===== src/hw/rtl/u8s_pkg.sv =====
// Shared types, constants and the sequence decision function of the UTF-8 span decoder.
package u8s_pkg;

  localparam logic [7:0]  LEAD_MIN2   = 8'hC2;
  localparam logic [7:0]  LEAD_MAX4   = 8'hF4;
  localparam logic [7:0]  CONT_MASK   = 8'hC0;
  localparam logic [7:0]  CONT_TAG    = 8'h80;
  localparam logic [20:0] CP_REPLACE  = 21'h00FFFD;
  localparam logic [20:0] CP_SURR_LO  = 21'h00D800;
  localparam logic [20:0] CP_SURR_HI  = 21'h00DFFF;
  localparam logic [20:0] CP_MAX      = 21'h10FFFF;
  localparam logic [20:0] CP_MIN3     = 21'h000800;
  localparam logic [20:0] CP_MIN4     = 21'h010000;
  localparam logic [20:0] CP_BMP_MAX  = 21'h00FFFF;

  typedef enum logic [1:0] {
    ST_IDLE,
    ST_CHK,
    ST_DEC,
    ST_FAIL
  } state_t;

  typedef enum logic [1:0] {
    DS_WAIT,
    DS_VALID,
    DS_BAD
  } dec_status_t;

  typedef struct packed {
    dec_status_t status;
    logic [20:0] cp;
    logic [2:0]  len;
  } dec_t;

  function automatic logic is_cont(logic [7:0] b);
    return (b & CONT_MASK) == CONT_TAG;
  endfunction

  // Decides the sequence that starts at position p of the m bytes in b.
  function automatic dec_t decide(logic [3:0][7:0] b, logic [2:0] p, logic [2:0] m,
                                  logic last);
    dec_t        r;
    logic [7:0]  c0;
    logic [7:0]  bk;
    logic [2:0]  need;
    logic [2:0]  idx;
    logic [20:0] v;
    logic        stop;
    r.status = DS_BAD;
    r.cp     = '0;
    r.len    = 3'd1;
    c0       = b[p[1:0]];
    need     = 3'd0;
    v        = '0;
    stop     = 1'b0;
    if (c0 < CONT_TAG) begin
      r.status = DS_VALID;
      r.cp     = {13'd0, c0};
    end else begin
      if ((c0 & 8'hE0) == 8'hC0) begin
        need = 3'd2;
        v    = {16'd0, c0[4:0]};
      end else if ((c0 & 8'hF0) == 8'hE0) begin
        need = 3'd3;
        v    = {17'd0, c0[3:0]};
      end else if ((c0 & 8'hF8) == 8'hF0) begin
        need = 3'd4;
        v    = {18'd0, c0[2:0]};
      end
      if (need == 3'd0) begin
        stop = 1'b1;
      end
      for (int k = 1; k < 4; k++) begin
        if (!stop && 3'(k) < need) begin
          idx = p + 3'(k);
          bk  = b[idx[1:0]];
          if (idx >= m) begin
            stop     = 1'b1;
            r.status = last ? DS_BAD : DS_WAIT;
          end else if (!is_cont(bk)) begin
            stop = 1'b1;
          end else begin
            v = {v[14:0], bk[5:0]};
          end
        end
      end
      if (!stop) begin
        if (need == 3'd2 && c0 < LEAD_MIN2) begin
          r.status = DS_BAD;
        end else if (need == 3'd3 &&
                     (v < CP_MIN3 || (v >= CP_SURR_LO && v <= CP_SURR_HI))) begin
          r.status = DS_BAD;
        end else if (need == 3'd4 && (c0 > LEAD_MAX4 || v < CP_MIN4 || v > CP_MAX)) begin
          r.status = DS_BAD;
        end else begin
          r.status = DS_VALID;
          r.cp     = v;
          r.len    = need;
        end
      end
    end
    return r;
  endfunction

endpackage


===== src/hw/rtl/u8s_in_if.sv =====
// Input channel interface carrying one text byte per word.
interface u8s_in_if;
  logic       valid;
  logic       ready;
  logic [7:0] text_byte;
  logic       end_of_text;

  modport source (output valid, output text_byte, output end_of_text, input ready);
  modport sink (input valid, input text_byte, input end_of_text, output ready);
endinterface


===== src/hw/rtl/u8s_out_if.sv =====
// Result channel interface carrying one decoded span per word.
interface u8s_out_if;
  logic        valid;
  logic        ready;
  logic [20:0] code_point;
  logic [23:0] byte_offset;
  logic [2:0]  byte_length;
  logic [23:0] unit16_offset;
  logic [1:0]  unit16_length;
  logic        replaced;
  logic        strict_failure;
  logic        final_result;

  modport source (output valid, output code_point, output byte_offset, output byte_length,
                  output unit16_offset, output unit16_length, output replaced,
                  output strict_failure, output final_result, input ready);
  modport sink (input valid, input code_point, input byte_offset, input byte_length,
                input unit16_offset, input unit16_length, input replaced,
                input strict_failure, input final_result, output ready);
endinterface


===== src/hw/rtl/utf8_decoder_with_spans_unit.sv =====
// Top level of the UTF-8 span decoder: byte intake, sequence decision loop and result register.
//
// Channel  Direction  Word
// in_ch    sink       text_byte, end_of_text
// out_ch   source     one span or the failure word
// cfg_*    write      replacement enable
//
// A byte is taken in the intake state, then each span it completes is decided in turn, and a
// closing decision returns to intake. In abort mode the last byte of a text first runs a
// checking pass, one sequence per cycle, before decoding. A byte of an aborted text is only
// taken at intake, and the last one then leads to the failure word. Decisions and the
// failure word stall while the result register is full and not taken. Reset is synchronous
// and clears all control state.
module utf8_decoder_with_spans_unit #(
  parameter int OFFSET_BITS = 24
) (
  input  logic      clk,
  input  logic      rst_n,
  u8s_in_if.sink    in_ch,
  u8s_out_if.source out_ch,
  input  logic      cfg_we,
  input  logic      cfg_wdata
);
  import u8s_pkg::*;

  state_t                 state_r, state_nxt;
  logic [3:0][7:0]        buf_r, buf_nxt;
  logic [2:0]             m_r, m_nxt;
  logic [2:0]             p_r, p_nxt;
  logic                   eot_r, eot_nxt;
  logic                   aborted_r, aborted_nxt;
  logic                   replace_r;
  logic [OFFSET_BITS-1:0] bpos_r, bpos_nxt;
  logic [OFFSET_BITS-1:0] upos_r, upos_nxt;

  logic                   out_valid_r, out_valid_nxt;
  logic [20:0]            cp_r, cp_nxt;
  logic [23:0]            boff_r, boff_nxt;
  logic [2:0]             blen_r, blen_nxt;
  logic [23:0]            uoff_r, uoff_nxt;
  logic [1:0]             ulen_r, ulen_nxt;
  logic                   rep_r, rep_nxt;
  logic                   fail_r, fail_nxt;
  logic                   fin_r, fin_nxt;

  dec_t                   dr;
  logic                   out_free;
  logic                   emit;
  logic [20:0]            e_cp;
  logic [2:0]             e_len;
  logic                   e_rep;
  logic [1:0]             e_ulen;
  logic [OFFSET_BITS+23:0] bpos_ext;
  logic [OFFSET_BITS+23:0] upos_ext;

  assign dr        = decide(buf_r, p_r, m_r, eot_r);
  assign out_free  = !out_valid_r || out_ch.ready;
  assign e_ulen    = (e_cp > CP_BMP_MAX) ? 2'd2 : 2'd1;
  assign bpos_ext  = {24'd0, bpos_r};
  assign upos_ext  = {24'd0, upos_r};

  assign in_ch.ready          = (state_r == ST_IDLE);
  assign out_ch.valid         = out_valid_r;
  assign out_ch.code_point    = cp_r;
  assign out_ch.byte_offset   = boff_r;
  assign out_ch.byte_length   = blen_r;
  assign out_ch.unit16_offset = uoff_r;
  assign out_ch.unit16_length = ulen_r;
  assign out_ch.replaced      = rep_r;
  assign out_ch.strict_failure = fail_r;
  assign out_ch.final_result  = fin_r;

  always_ff @(posedge clk) begin
    if (!rst_n) begin
      state_r     <= ST_IDLE;
      m_r         <= '0;
      p_r         <= '0;
      eot_r       <= 1'b0;
      aborted_r   <= 1'b0;
      replace_r   <= 1'b1;
      bpos_r      <= '0;
      upos_r      <= '0;
      out_valid_r <= 1'b0;
    end else begin
      state_r     <= state_nxt;
      m_r         <= m_nxt;
      p_r         <= p_nxt;
      eot_r       <= eot_nxt;
      aborted_r   <= aborted_nxt;
      bpos_r      <= bpos_nxt;
      upos_r      <= upos_nxt;
      out_valid_r <= out_valid_nxt;
      if (cfg_we) begin
        replace_r <= cfg_wdata;
      end
    end
  end

  always_ff @(posedge clk) begin
    buf_r  <= buf_nxt;
    cp_r   <= cp_nxt;
    boff_r <= boff_nxt;
    blen_r <= blen_nxt;
    uoff_r <= uoff_nxt;
    ulen_r <= ulen_nxt;
    rep_r  <= rep_nxt;
    fail_r <= fail_nxt;
    fin_r  <= fin_nxt;
  end

  always_comb begin
    state_nxt     = state_r;
    buf_nxt       = buf_r;
    m_nxt         = m_r;
    p_nxt         = p_r;
    eot_nxt       = eot_r;
    aborted_nxt   = aborted_r;
    bpos_nxt      = bpos_r;
    upos_nxt      = upos_r;
    out_valid_nxt = out_valid_r && !out_ch.ready;
    cp_nxt        = cp_r;
    boff_nxt      = boff_r;
    blen_nxt      = blen_r;
    uoff_nxt      = uoff_r;
    ulen_nxt      = ulen_r;
    rep_nxt       = rep_r;
    fail_nxt      = fail_r;
    fin_nxt       = fin_r;
    emit          = 1'b0;
    e_cp          = dr.cp;
    e_len         = dr.len;
    e_rep         = 1'b0;

    case (state_r)
      ST_IDLE: begin
        if (in_ch.valid) begin
          if (aborted_r) begin
            if (in_ch.end_of_text) begin
              state_nxt = ST_FAIL;
            end
          end else begin
            buf_nxt[m_r[1:0]] = in_ch.text_byte;
            m_nxt             = m_r + 3'd1;
            p_nxt             = '0;
            eot_nxt           = in_ch.end_of_text;
            state_nxt         = (in_ch.end_of_text && !replace_r) ? ST_CHK : ST_DEC;
          end
        end
      end
      ST_CHK: begin
        if (p_r >= m_r) begin
          p_nxt     = '0;
          state_nxt = ST_DEC;
        end else if (dr.status == DS_BAD) begin
          state_nxt = ST_FAIL;
        end else begin
          p_nxt = p_r + dr.len;
        end
      end
      ST_DEC: begin
        if (p_r >= m_r || dr.status == DS_WAIT) begin
          if (eot_r) begin
            m_nxt       = '0;
            bpos_nxt    = '0;
            upos_nxt    = '0;
            aborted_nxt = 1'b0;
          end else begin
            for (int i = 0; i < 3; i++) begin
              buf_nxt[i] = buf_r[2'(p_r + 3'(i))];
            end
            m_nxt = m_r - p_r;
          end
          p_nxt     = '0;
          state_nxt = ST_IDLE;
        end else if (dr.status == DS_VALID) begin
          emit = out_free;
        end else if (replace_r) begin
          e_cp  = CP_REPLACE;
          e_len = 3'd1;
          e_rep = 1'b1;
          emit  = out_free;
        end else if (eot_r) begin
          state_nxt = ST_FAIL;
        end else begin
          aborted_nxt = 1'b1;
          m_nxt       = '0;
          p_nxt       = '0;
          state_nxt   = ST_IDLE;
        end
      end
      ST_FAIL: begin
        if (out_free) begin
          out_valid_nxt = 1'b1;
          cp_nxt        = '0;
          boff_nxt      = '0;
          blen_nxt      = '0;
          uoff_nxt      = '0;
          ulen_nxt      = '0;
          rep_nxt       = 1'b0;
          fail_nxt      = 1'b1;
          fin_nxt       = 1'b1;
          m_nxt         = '0;
          p_nxt         = '0;
          bpos_nxt      = '0;
          upos_nxt      = '0;
          aborted_nxt   = 1'b0;
          state_nxt     = ST_IDLE;
        end
      end
      default: begin
        state_nxt = ST_IDLE;
      end
    endcase

    if (emit) begin
      out_valid_nxt = 1'b1;
      cp_nxt        = e_cp;
      boff_nxt      = bpos_ext[23:0];
      blen_nxt      = e_len;
      uoff_nxt      = upos_ext[23:0];
      ulen_nxt      = e_ulen;
      rep_nxt       = e_rep;
      fail_nxt      = 1'b0;
      fin_nxt       = eot_r && ((p_r + e_len) == m_r);
      p_nxt         = p_r + e_len;
      bpos_nxt      = bpos_r + OFFSET_BITS'(e_len);
      upos_nxt      = upos_r + OFFSET_BITS'(e_ulen);
    end
  end

endmodule

===== src/flat_wrapper.sv =====
// flat-port wrapper written by rule: the top's interface ports become plain ports
module utf8_decoder_with_spans_unit_flat import u8s_pkg::*;
#(
  parameter int OFFSET_BITS = 24
)
  (clk, rst_n, cfg_we, cfg_wdata, in_ch_valid, in_ch_text_byte, in_ch_end_of_text, in_ch_ready, out_ch_valid, out_ch_code_point, out_ch_byte_offset, out_ch_byte_length, out_ch_unit16_offset, out_ch_unit16_length, out_ch_replaced, out_ch_strict_failure, out_ch_final_result, out_ch_ready);
  u8s_in_if in_ch_i ();
  u8s_out_if out_ch_i ();
  input  logic clk;
  input  logic rst_n;
  input  logic cfg_we;
  input  logic cfg_wdata;
  input wire logic [$bits(in_ch_i.valid)-1:0] in_ch_valid;
  input wire logic [$bits(in_ch_i.text_byte)-1:0] in_ch_text_byte;
  input wire logic [$bits(in_ch_i.end_of_text)-1:0] in_ch_end_of_text;
  output wire logic [$bits(in_ch_i.ready)-1:0] in_ch_ready;
  output wire logic [$bits(out_ch_i.valid)-1:0] out_ch_valid;
  output wire logic [$bits(out_ch_i.code_point)-1:0] out_ch_code_point;
  output wire logic [$bits(out_ch_i.byte_offset)-1:0] out_ch_byte_offset;
  output wire logic [$bits(out_ch_i.byte_length)-1:0] out_ch_byte_length;
  output wire logic [$bits(out_ch_i.unit16_offset)-1:0] out_ch_unit16_offset;
  output wire logic [$bits(out_ch_i.unit16_length)-1:0] out_ch_unit16_length;
  output wire logic [$bits(out_ch_i.replaced)-1:0] out_ch_replaced;
  output wire logic [$bits(out_ch_i.strict_failure)-1:0] out_ch_strict_failure;
  output wire logic [$bits(out_ch_i.final_result)-1:0] out_ch_final_result;
  input wire logic [$bits(out_ch_i.ready)-1:0] out_ch_ready;
  assign in_ch_i.valid = in_ch_valid;
  assign in_ch_i.text_byte = in_ch_text_byte;
  assign in_ch_i.end_of_text = in_ch_end_of_text;
  assign in_ch_ready = in_ch_i.ready;
  assign out_ch_valid = out_ch_i.valid;
  assign out_ch_code_point = out_ch_i.code_point;
  assign out_ch_byte_offset = out_ch_i.byte_offset;
  assign out_ch_byte_length = out_ch_i.byte_length;
  assign out_ch_unit16_offset = out_ch_i.unit16_offset;
  assign out_ch_unit16_length = out_ch_i.unit16_length;
  assign out_ch_replaced = out_ch_i.replaced;
  assign out_ch_strict_failure = out_ch_i.strict_failure;
  assign out_ch_final_result = out_ch_i.final_result;
  assign out_ch_i.ready = out_ch_ready;
  utf8_decoder_with_spans_unit #(.OFFSET_BITS(OFFSET_BITS)) u_core (.clk(clk), .rst_n(rst_n), .in_ch(in_ch_i), .out_ch(out_ch_i), .cfg_we(cfg_we), .cfg_wdata(cfg_wdata));
endmodule

===== config.mk =====
export PLATFORM = sky130hd
export DESIGN_NAME = utf8_decoder_with_spans_unit_flat
export DESIGN_NICKNAME = d
export VERILOG_FILES = /design/src/hw/rtl/u8s_pkg.sv /design/src/hw/rtl/u8s_in_if.sv /design/src/hw/rtl/u8s_out_if.sv /design/src/hw/rtl/utf8_decoder_with_spans_unit.sv /design/src/flat_wrapper.sv
export SDC_FILE = /design/constraint.sdc
export NUM_CORES = 1
export LEC_CHECK = 0
export BUFFER_PORTS_ARGS = -buffer_cell sky130_fd_sc_hd__buf_2
export CORE_MARGIN = 2
export CORE_UTILIZATION = 47
export CTS_CLUSTER_DIAMETER = 200
export CTS_CLUSTER_SIZE = 24
export DETAILED_ROUTE_END_ITERATION = 8
export GPL_ROUTABILITY_DRIVEN = 1
export PLACE_DENSITY = 0.76
export SLEW_MARGIN = 20
export SYNTH_ARGS = -nofsm -noshare
export SYNTH_HDL_FRONTEND = slang
export SYNTH_SLANG_ARGS = --single-unit

===== constraint.sdc =====
create_clock -name clk -period 16.2 [get_ports clk]
set_input_delay 3.24 -clock clk [delete_from_list [all_inputs] [get_ports clk]]
set_output_delay 3.24 -clock clk [all_outputs]
set_load 0.1 [all_outputs]

---- Word level (Yosys, flattened, before mapping) ----
Index checks and enable logic that the tools add are counted.
storage, ports and cells
  bits in registers ....................... 169
  bits of input ports ..................... 15
  output and inout bits ................... 79
  logic and storage cells ................. 267
cells by class
  $add $sub $neg .......................... 9
  $lt $le $gt $ge ......................... 22
  equality and inequality tests ........... 35
  muxes and demuxes ....................... 139
  bitwise gates (word level) .............. 1
  reductions and logical operators ........ 40
operator list
  kind                    count
  $mux W21                19
  $mux W24                15
  $pmux W24 S2            2
  $mux W3                 26
  $bmux W8 S2             4
  $mux W2                 24
  $mux W8                 5
  $mux W1                 36
  $bwmux W32              1
  $mux W26                1
  $add A24 B2 Y24         1
  $add A24 B3 Y24         1
  $mux W23                1
  $ge A21 B16 Y1 const B  1
  $gt A21 B16 Y1 const B  1
  $gt A21 B21 Y1 const B  1
  $le A21 B16 Y1 const B  1
  $lt A21 B12 Y1 const B  1
  $lt A21 B17 Y1 const B  1
  $demux W8 S2            1
  $lt A8 B8 Y1 const B    2
  $lt A2 B3 Y1 const B    5
  $reduce_and A7 Y1       2
  $eq A2 B2 Y1 const B    6
  39 further kinds        88

---- Longest topological paths before layout ----
  word-level depth ........................ 39
  mapped depth ............................ 24
  depth with buffers taken out ............ 18

---- Least setup slack after synthesis ----
Ideal clock, no wire load.
  path kind ............................... input-to-reg
  start point ............................. in out_ch_ready
  end point ............................... reg u_core.blen_r[0] (netlist: u_core.out_ch.byte_length[0]) (enable)
  setup time .............................. 0.615 ns
  data arrival time ....................... 8.707 ns
  data required time ...................... 15.585 ns
  path slack .............................. 6.878 ns
  cell stages on the path ................. 2
  path buffers ............................ 0
  cell sequence ........................... nor2b_1 o21ai_0
on the way
  longest elaborated chain between the ends .. 7
  elaborated cells between the ends (all ways) .. 8
  those cells by class .................... 4 x mux; 4 x reduce/logical
ends and longest elaborated chain
  element                                 line                                 text
  from (decl)                             flat_wrapper.sv:26                   input wire logic [$bits(out_ch_i.ready)-1:0] out_ch_ready;
  $logic_or A1 B1 Y1 (*)                  utf8_decoder_with_spans_unit.sv:57   assign out_free = !out_valid_r || out_ch.ready;
  $mux W1                                 utf8_decoder_with_spans_unit.sv:177  end else if (replace_r) begin
  $mux W1                                 utf8_decoder_with_spans_unit.sv:175  end else if (dr.status == DS_VALID) begin
  $mux W1                                 utf8_decoder_with_spans_unit.sv:161  if (p_r >= m_r || dr.status == DS_WAIT) begin
  $mux W1                                 utf8_decoder_with_spans_unit.sv:134  case (state_r)
  $reduce_bool A2 Y1 (no source line)     n/a
  $reduce_and A2 Y1 (no source line) (*)  n/a
  to (signal assigned)                    utf8_decoder_with_spans_unit.sv:103  blen_r <= blen_nxt;
  to (decl)                               utf8_decoder_with_spans_unit.sv:39   logic [2:0] blen_r, blen_nxt;
Every way passes the cells marked *; elsewhere a longest branch is shown, timed or not.
A chain may end at the register's enable or synchronous reset.

---- Final worst setup path ----
  start point ............................. reg u_core.p_r[0]
  end point ............................... reg u_core.cp_r[19] (netlist: u_core.out_ch.code_point[19]) (enable)
on the way
  longest elaborated chain between the ends .. 37
  elaborated cells between the ends (all ways) .. 100
  those cells by class .................... 3 x add/sub; 15 x order compare; 10 x eq/ne; 53 x mux; 19 x reduce/logical
ends and longest elaborated chain
  element                                                  line                                                                      text
  from (decl)                                              utf8_decoder_with_spans_unit.sv:29                                        logic [2:0] p_r, p_nxt;
  from (signal assigned)                                   utf8_decoder_with_spans_unit.sv:87                                        p_r <= p_nxt;
  $bmux W8 S2                                              u8s_pkg.sv:52                                                             c0 = b[p[1:0]];
  $mux W8 (not written as such)                            u8s_pkg.sv:52
  $eq A5 B5 Y1                                             u8s_pkg.sv:66                                                             end else if ((c0 & 8'hF8) == 8'hF0) begin
  $mux W3                                                  u8s_pkg.sv:66
  $mux W3                                                  u8s_pkg.sv:63                                                             end else if ((c0 & 8'hF0) == 8'hE0) begin
  $mux W3                                                  u8s_pkg.sv:60                                                             if ((c0 & 8'hE0) == 8'hC0) begin
  $mux W3                                                  u8s_pkg.sv:56                                                             if (c0 < CONT_TAG) begin
  $logic_not A3 Y1                                         u8s_pkg.sv:70                                                             if (need == 3'd0) begin
  [... 21 more ...]                                        n/a
  $mux W26                                                 u8s_pkg.sv:87                                                             if (!stop) begin
  $mux W23                                                 u8s_pkg.sv:56
  $eq A2 B1 Y1 / $logic_not A2 Y1 (equally long branches)  utf8_decoder_with_spans_unit.sv:175, utf8_decoder_with_spans_unit.sv:161
  $mux W1 / $logic_or A1 B1 Y1 (equally long branches)     utf8_decoder_with_spans_unit.sv:175, utf8_decoder_with_spans_unit.sv:161
  $mux W1 (*)                                              utf8_decoder_with_spans_unit.sv:161
  $mux W1 (*)                                              utf8_decoder_with_spans_unit.sv:134
  $reduce_bool A2 Y1 (no source line)                      n/a
  $reduce_and A2 Y1 (no source line) (*)                   n/a
  to (signal assigned)                                     utf8_decoder_with_spans_unit.sv:101                                       cp_r <= cp_nxt;
  to (decl)                                                utf8_decoder_with_spans_unit.sv:37                                        logic [20:0] cp_r, cp_nxt;
Every way passes the cells marked *; elsewhere a longest branch is shown, timed or not. The select of a mux whose other input is x is not followed.

==> qor.csv <==
metric;value;unit
grt_pass1_vias;6907;
start_util;47.6;%
synthMuxAreaShare;8.48;%
syn_inst;912;
numCtsBuffers;17;
path_clk_slew;0.07;ns
ys_types;77;
setup_viol;0;
max_stage_delay;0.90;ns
synth_edf_count;108;
rsz0062_at_grt;no;
via_per_inst;5.87;
post-route-drc-count;0;
final_cell_mix;edfxtp_1, nand2_1, buf_2, nor2_1;
vias;7413;
grt_max_degree;53;
regArea;4470;um^2
critPathBufInv;2;
syn-cell-area;9530;um^2
max_freq;0.164;GHz
finalCritPeriodShare;37.7;%
ctsHoldBuffers;0;
area_growth;13.2;%
drtIter0Drc;646;
placement.io_buffers;93;
ys_async_sr_fraction;0;%
grt_overflow;0;
num-nets-final;1024;
path_cells;inv_1, ha_1, mux4_2, nand2b_1, nor2_1, nand3_2, o21ai_0, a31oi_1, nand3_1, nand2_1, o21ai_4, buf_4;
outcome;completed;
finalCriticalPeriod;6.11;ns
n_antenna_cell;0;
drv_cap;0;
slew_viol_final;0;
cts_num_sinks;169;
ys.warnings.count;0;
layout_commonest_cell;edfxtp_1;
synthAdderAreaFrac;4.20;%
cts.path.max_buffers;2;
core_area;20000;um^2
syn_avg_cell_area;10.4;um^2
num_rows;52;
cts_resized;0;
slew_headroom;37.4;%
io_pins;94;
synth_nets;956;
worstHoldPathType;flip-flop to flip-flop;
startpoint_type;flip-flop;
fin_skew;0.0115;ns
final.setup.tns;0;ns
ys_seq_area_share;46.8;%
place_congestion;0.961;
dp_hpwl;15800;um
synthSimpleGateAreaFrac;20.4;%
antenna_found_initial;0;
place_inst;1231;
grt_pass1_wl;36000;um
die_h;146;um
final_layout_size_suffix_gt1_share;18.8;%
post_cts_buffers;0;
synth-compound-area-share;12.6;%
first_pass_iters;6;
placed_cell_area;10200;um^2
gr-usage-all-layers;20.8;%
detail-route-antenna-nets;0;
die-width;146;um
clock_tree.root_cell;clkbuf_16;
fin_area;10800;um^2
cp.required;16.27;ns
worst_slew_pin_slew;0.935;ns
cts_tree;built;
fill_cells;1739;
wl_per_cell;17.6;um
crit_arrival;6.18;ns
htreeDepth;4;
crit_path_max_fanout;48;
synthFlopType;edfxtp_1;
multiInputGateArea;4770;um^2
ys_ff_latch;169;
cp-end-kind;flip-flop;
clock_latency;0.44;ns
hold_viol_final;0;
crit_family;simple AND/OR/NAND/NOR gates;
yosys.area_share.xor_xnor;4.23;%
routed_wl;22200;um
dieArea;21400;um^2
path_class;flip-flop to flip-flop;
synth_top_family_by_area;simple AND/OR/NAND/NOR gates;
cp_slowest_cell;ha_1;
fin_cells;1263;
worst reg2reg max path: stages, from the launching register on:
cell	delay [ns]
dfxtp_4	0.72
inv_1	0.18
ha_1	0.90
mux4_2	0.44
nand2b_1	0.19
nor2_1	0.54
nand3_2	0.30
o21ai_0	0.47
a31oi_1	0.27
nand3_1	0.16
nand2_1	0.37
o21ai_4	0.52
buf_4	0.64
path summary, 6_finish.rpt:
kind	cells after the start	start	slack (ns)	end
min	2	u_core.bpos_r[23]	0.49	u_core.bpos_r[23]
min reg2reg	2	u_core.bpos_r[23]	0.49	u_core.bpos_r[23]
max reg2reg	12	u_core.p_r[0]	10.09	u_core.out_ch.code_point[19]
max	12	u_core.p_r[0]	10.09	u_core.out_ch.code_point[19]
logic make-up after synthesis:
group | Yosys count
DFF | 169
and+or+nand+nor | 373
buffers and inverters | 75
xor gates and xnor gates | 46
adders and majority gates | 29
AOI/OAI and AO/OA | 177
muxes | 43
metrics by stage:
| stage | hold slack (ns) | utilization (%) | setup slack [ns] |
|---|---|---|---|
| after detailed placement | 0.476 | 50.8 | 9.80 |
| after CTS | 0.487 | 53.8 | 9.75 |
| after floorplan | 0.454 | - | 6.88 |
| after global placement | 0.468 | 50.8 | 10.03 |
| final | 0.486 | 53.8 | 10.09 |
| after global routing | 0.526 | 53.8 | 9.57 |
routing by layer:
layer  track usage, %  share of wire [%]  up-vias
met5                0                  0        -
met4             6.41                2.1        0
met3             5.16                8.3       51
met2             32.5                 46      339
met1             29.0                 44     3533
li1                 -                  -     3490
layout make-up:
| type | count | share of cell area (%) |
|---|---|---|
| repair buffers | 100 | 4.80 |
| inverters | 24 | 0.835 |
| flip-flops and latches | 169 | 41.4 |
| clock buffers | 17 | 3.94 |
| multi-input cells | 668 | 44.2 |
| well taps | 270 | 3.13 |
| clock inverters | 15 | 1.63 |
flip-flops by register name (all words and copies together) (netlist names), 2 cells and up:
signal	count
u_core.bpos_r	24
u_core.buf_r	32
u_core.m_r	3
u_core.out_ch.byte_length	3
u_core.out_ch.byte_offset	24
u_core.out_ch.code_point	21
u_core.out_ch.unit16_length	2
u_core.out_ch.unit16_offset	24
u_core.p_r	3
u_core.state_r	2
u_core.upos_r	24
synth_stat cells (all sizes together), types with 6 or more instances:
library cell | number | area [um^2]
and3 | 18 | 113
or3 | 12 | 75.1
nand2b | 7 | 51.3
a21o | 6 | 45.0
nor2 | 71 | 267
inv | 23 | 86.3
buf | 20 | 106
nor3 | 12 | 71.3
xor2 | 34 | 298
nand3 | 36 | 203
a31oi | 9 | 71.3
a21oi | 40 | 200
and2 | 60 | 375
a311oi | 7 | 78.8
nand2 | 103 | 387
dfxtp | 61 | 1220
xnor2 | 12 | 105
nor2b | 12 | 75.1
mux2i | 11 | 110
edfxtp | 108 | 3240
o21ai | 62 | 314
clkbuf | 31 | 116
nand4 | 22 | 138
ha | 24 | 300
mux4 | 30 | 676
a22oi | 9 | 67.6
Power is left out: the tool's default activity adds up to more than one toggle a clock period on the data nets, which glitch-free logic cannot reach.
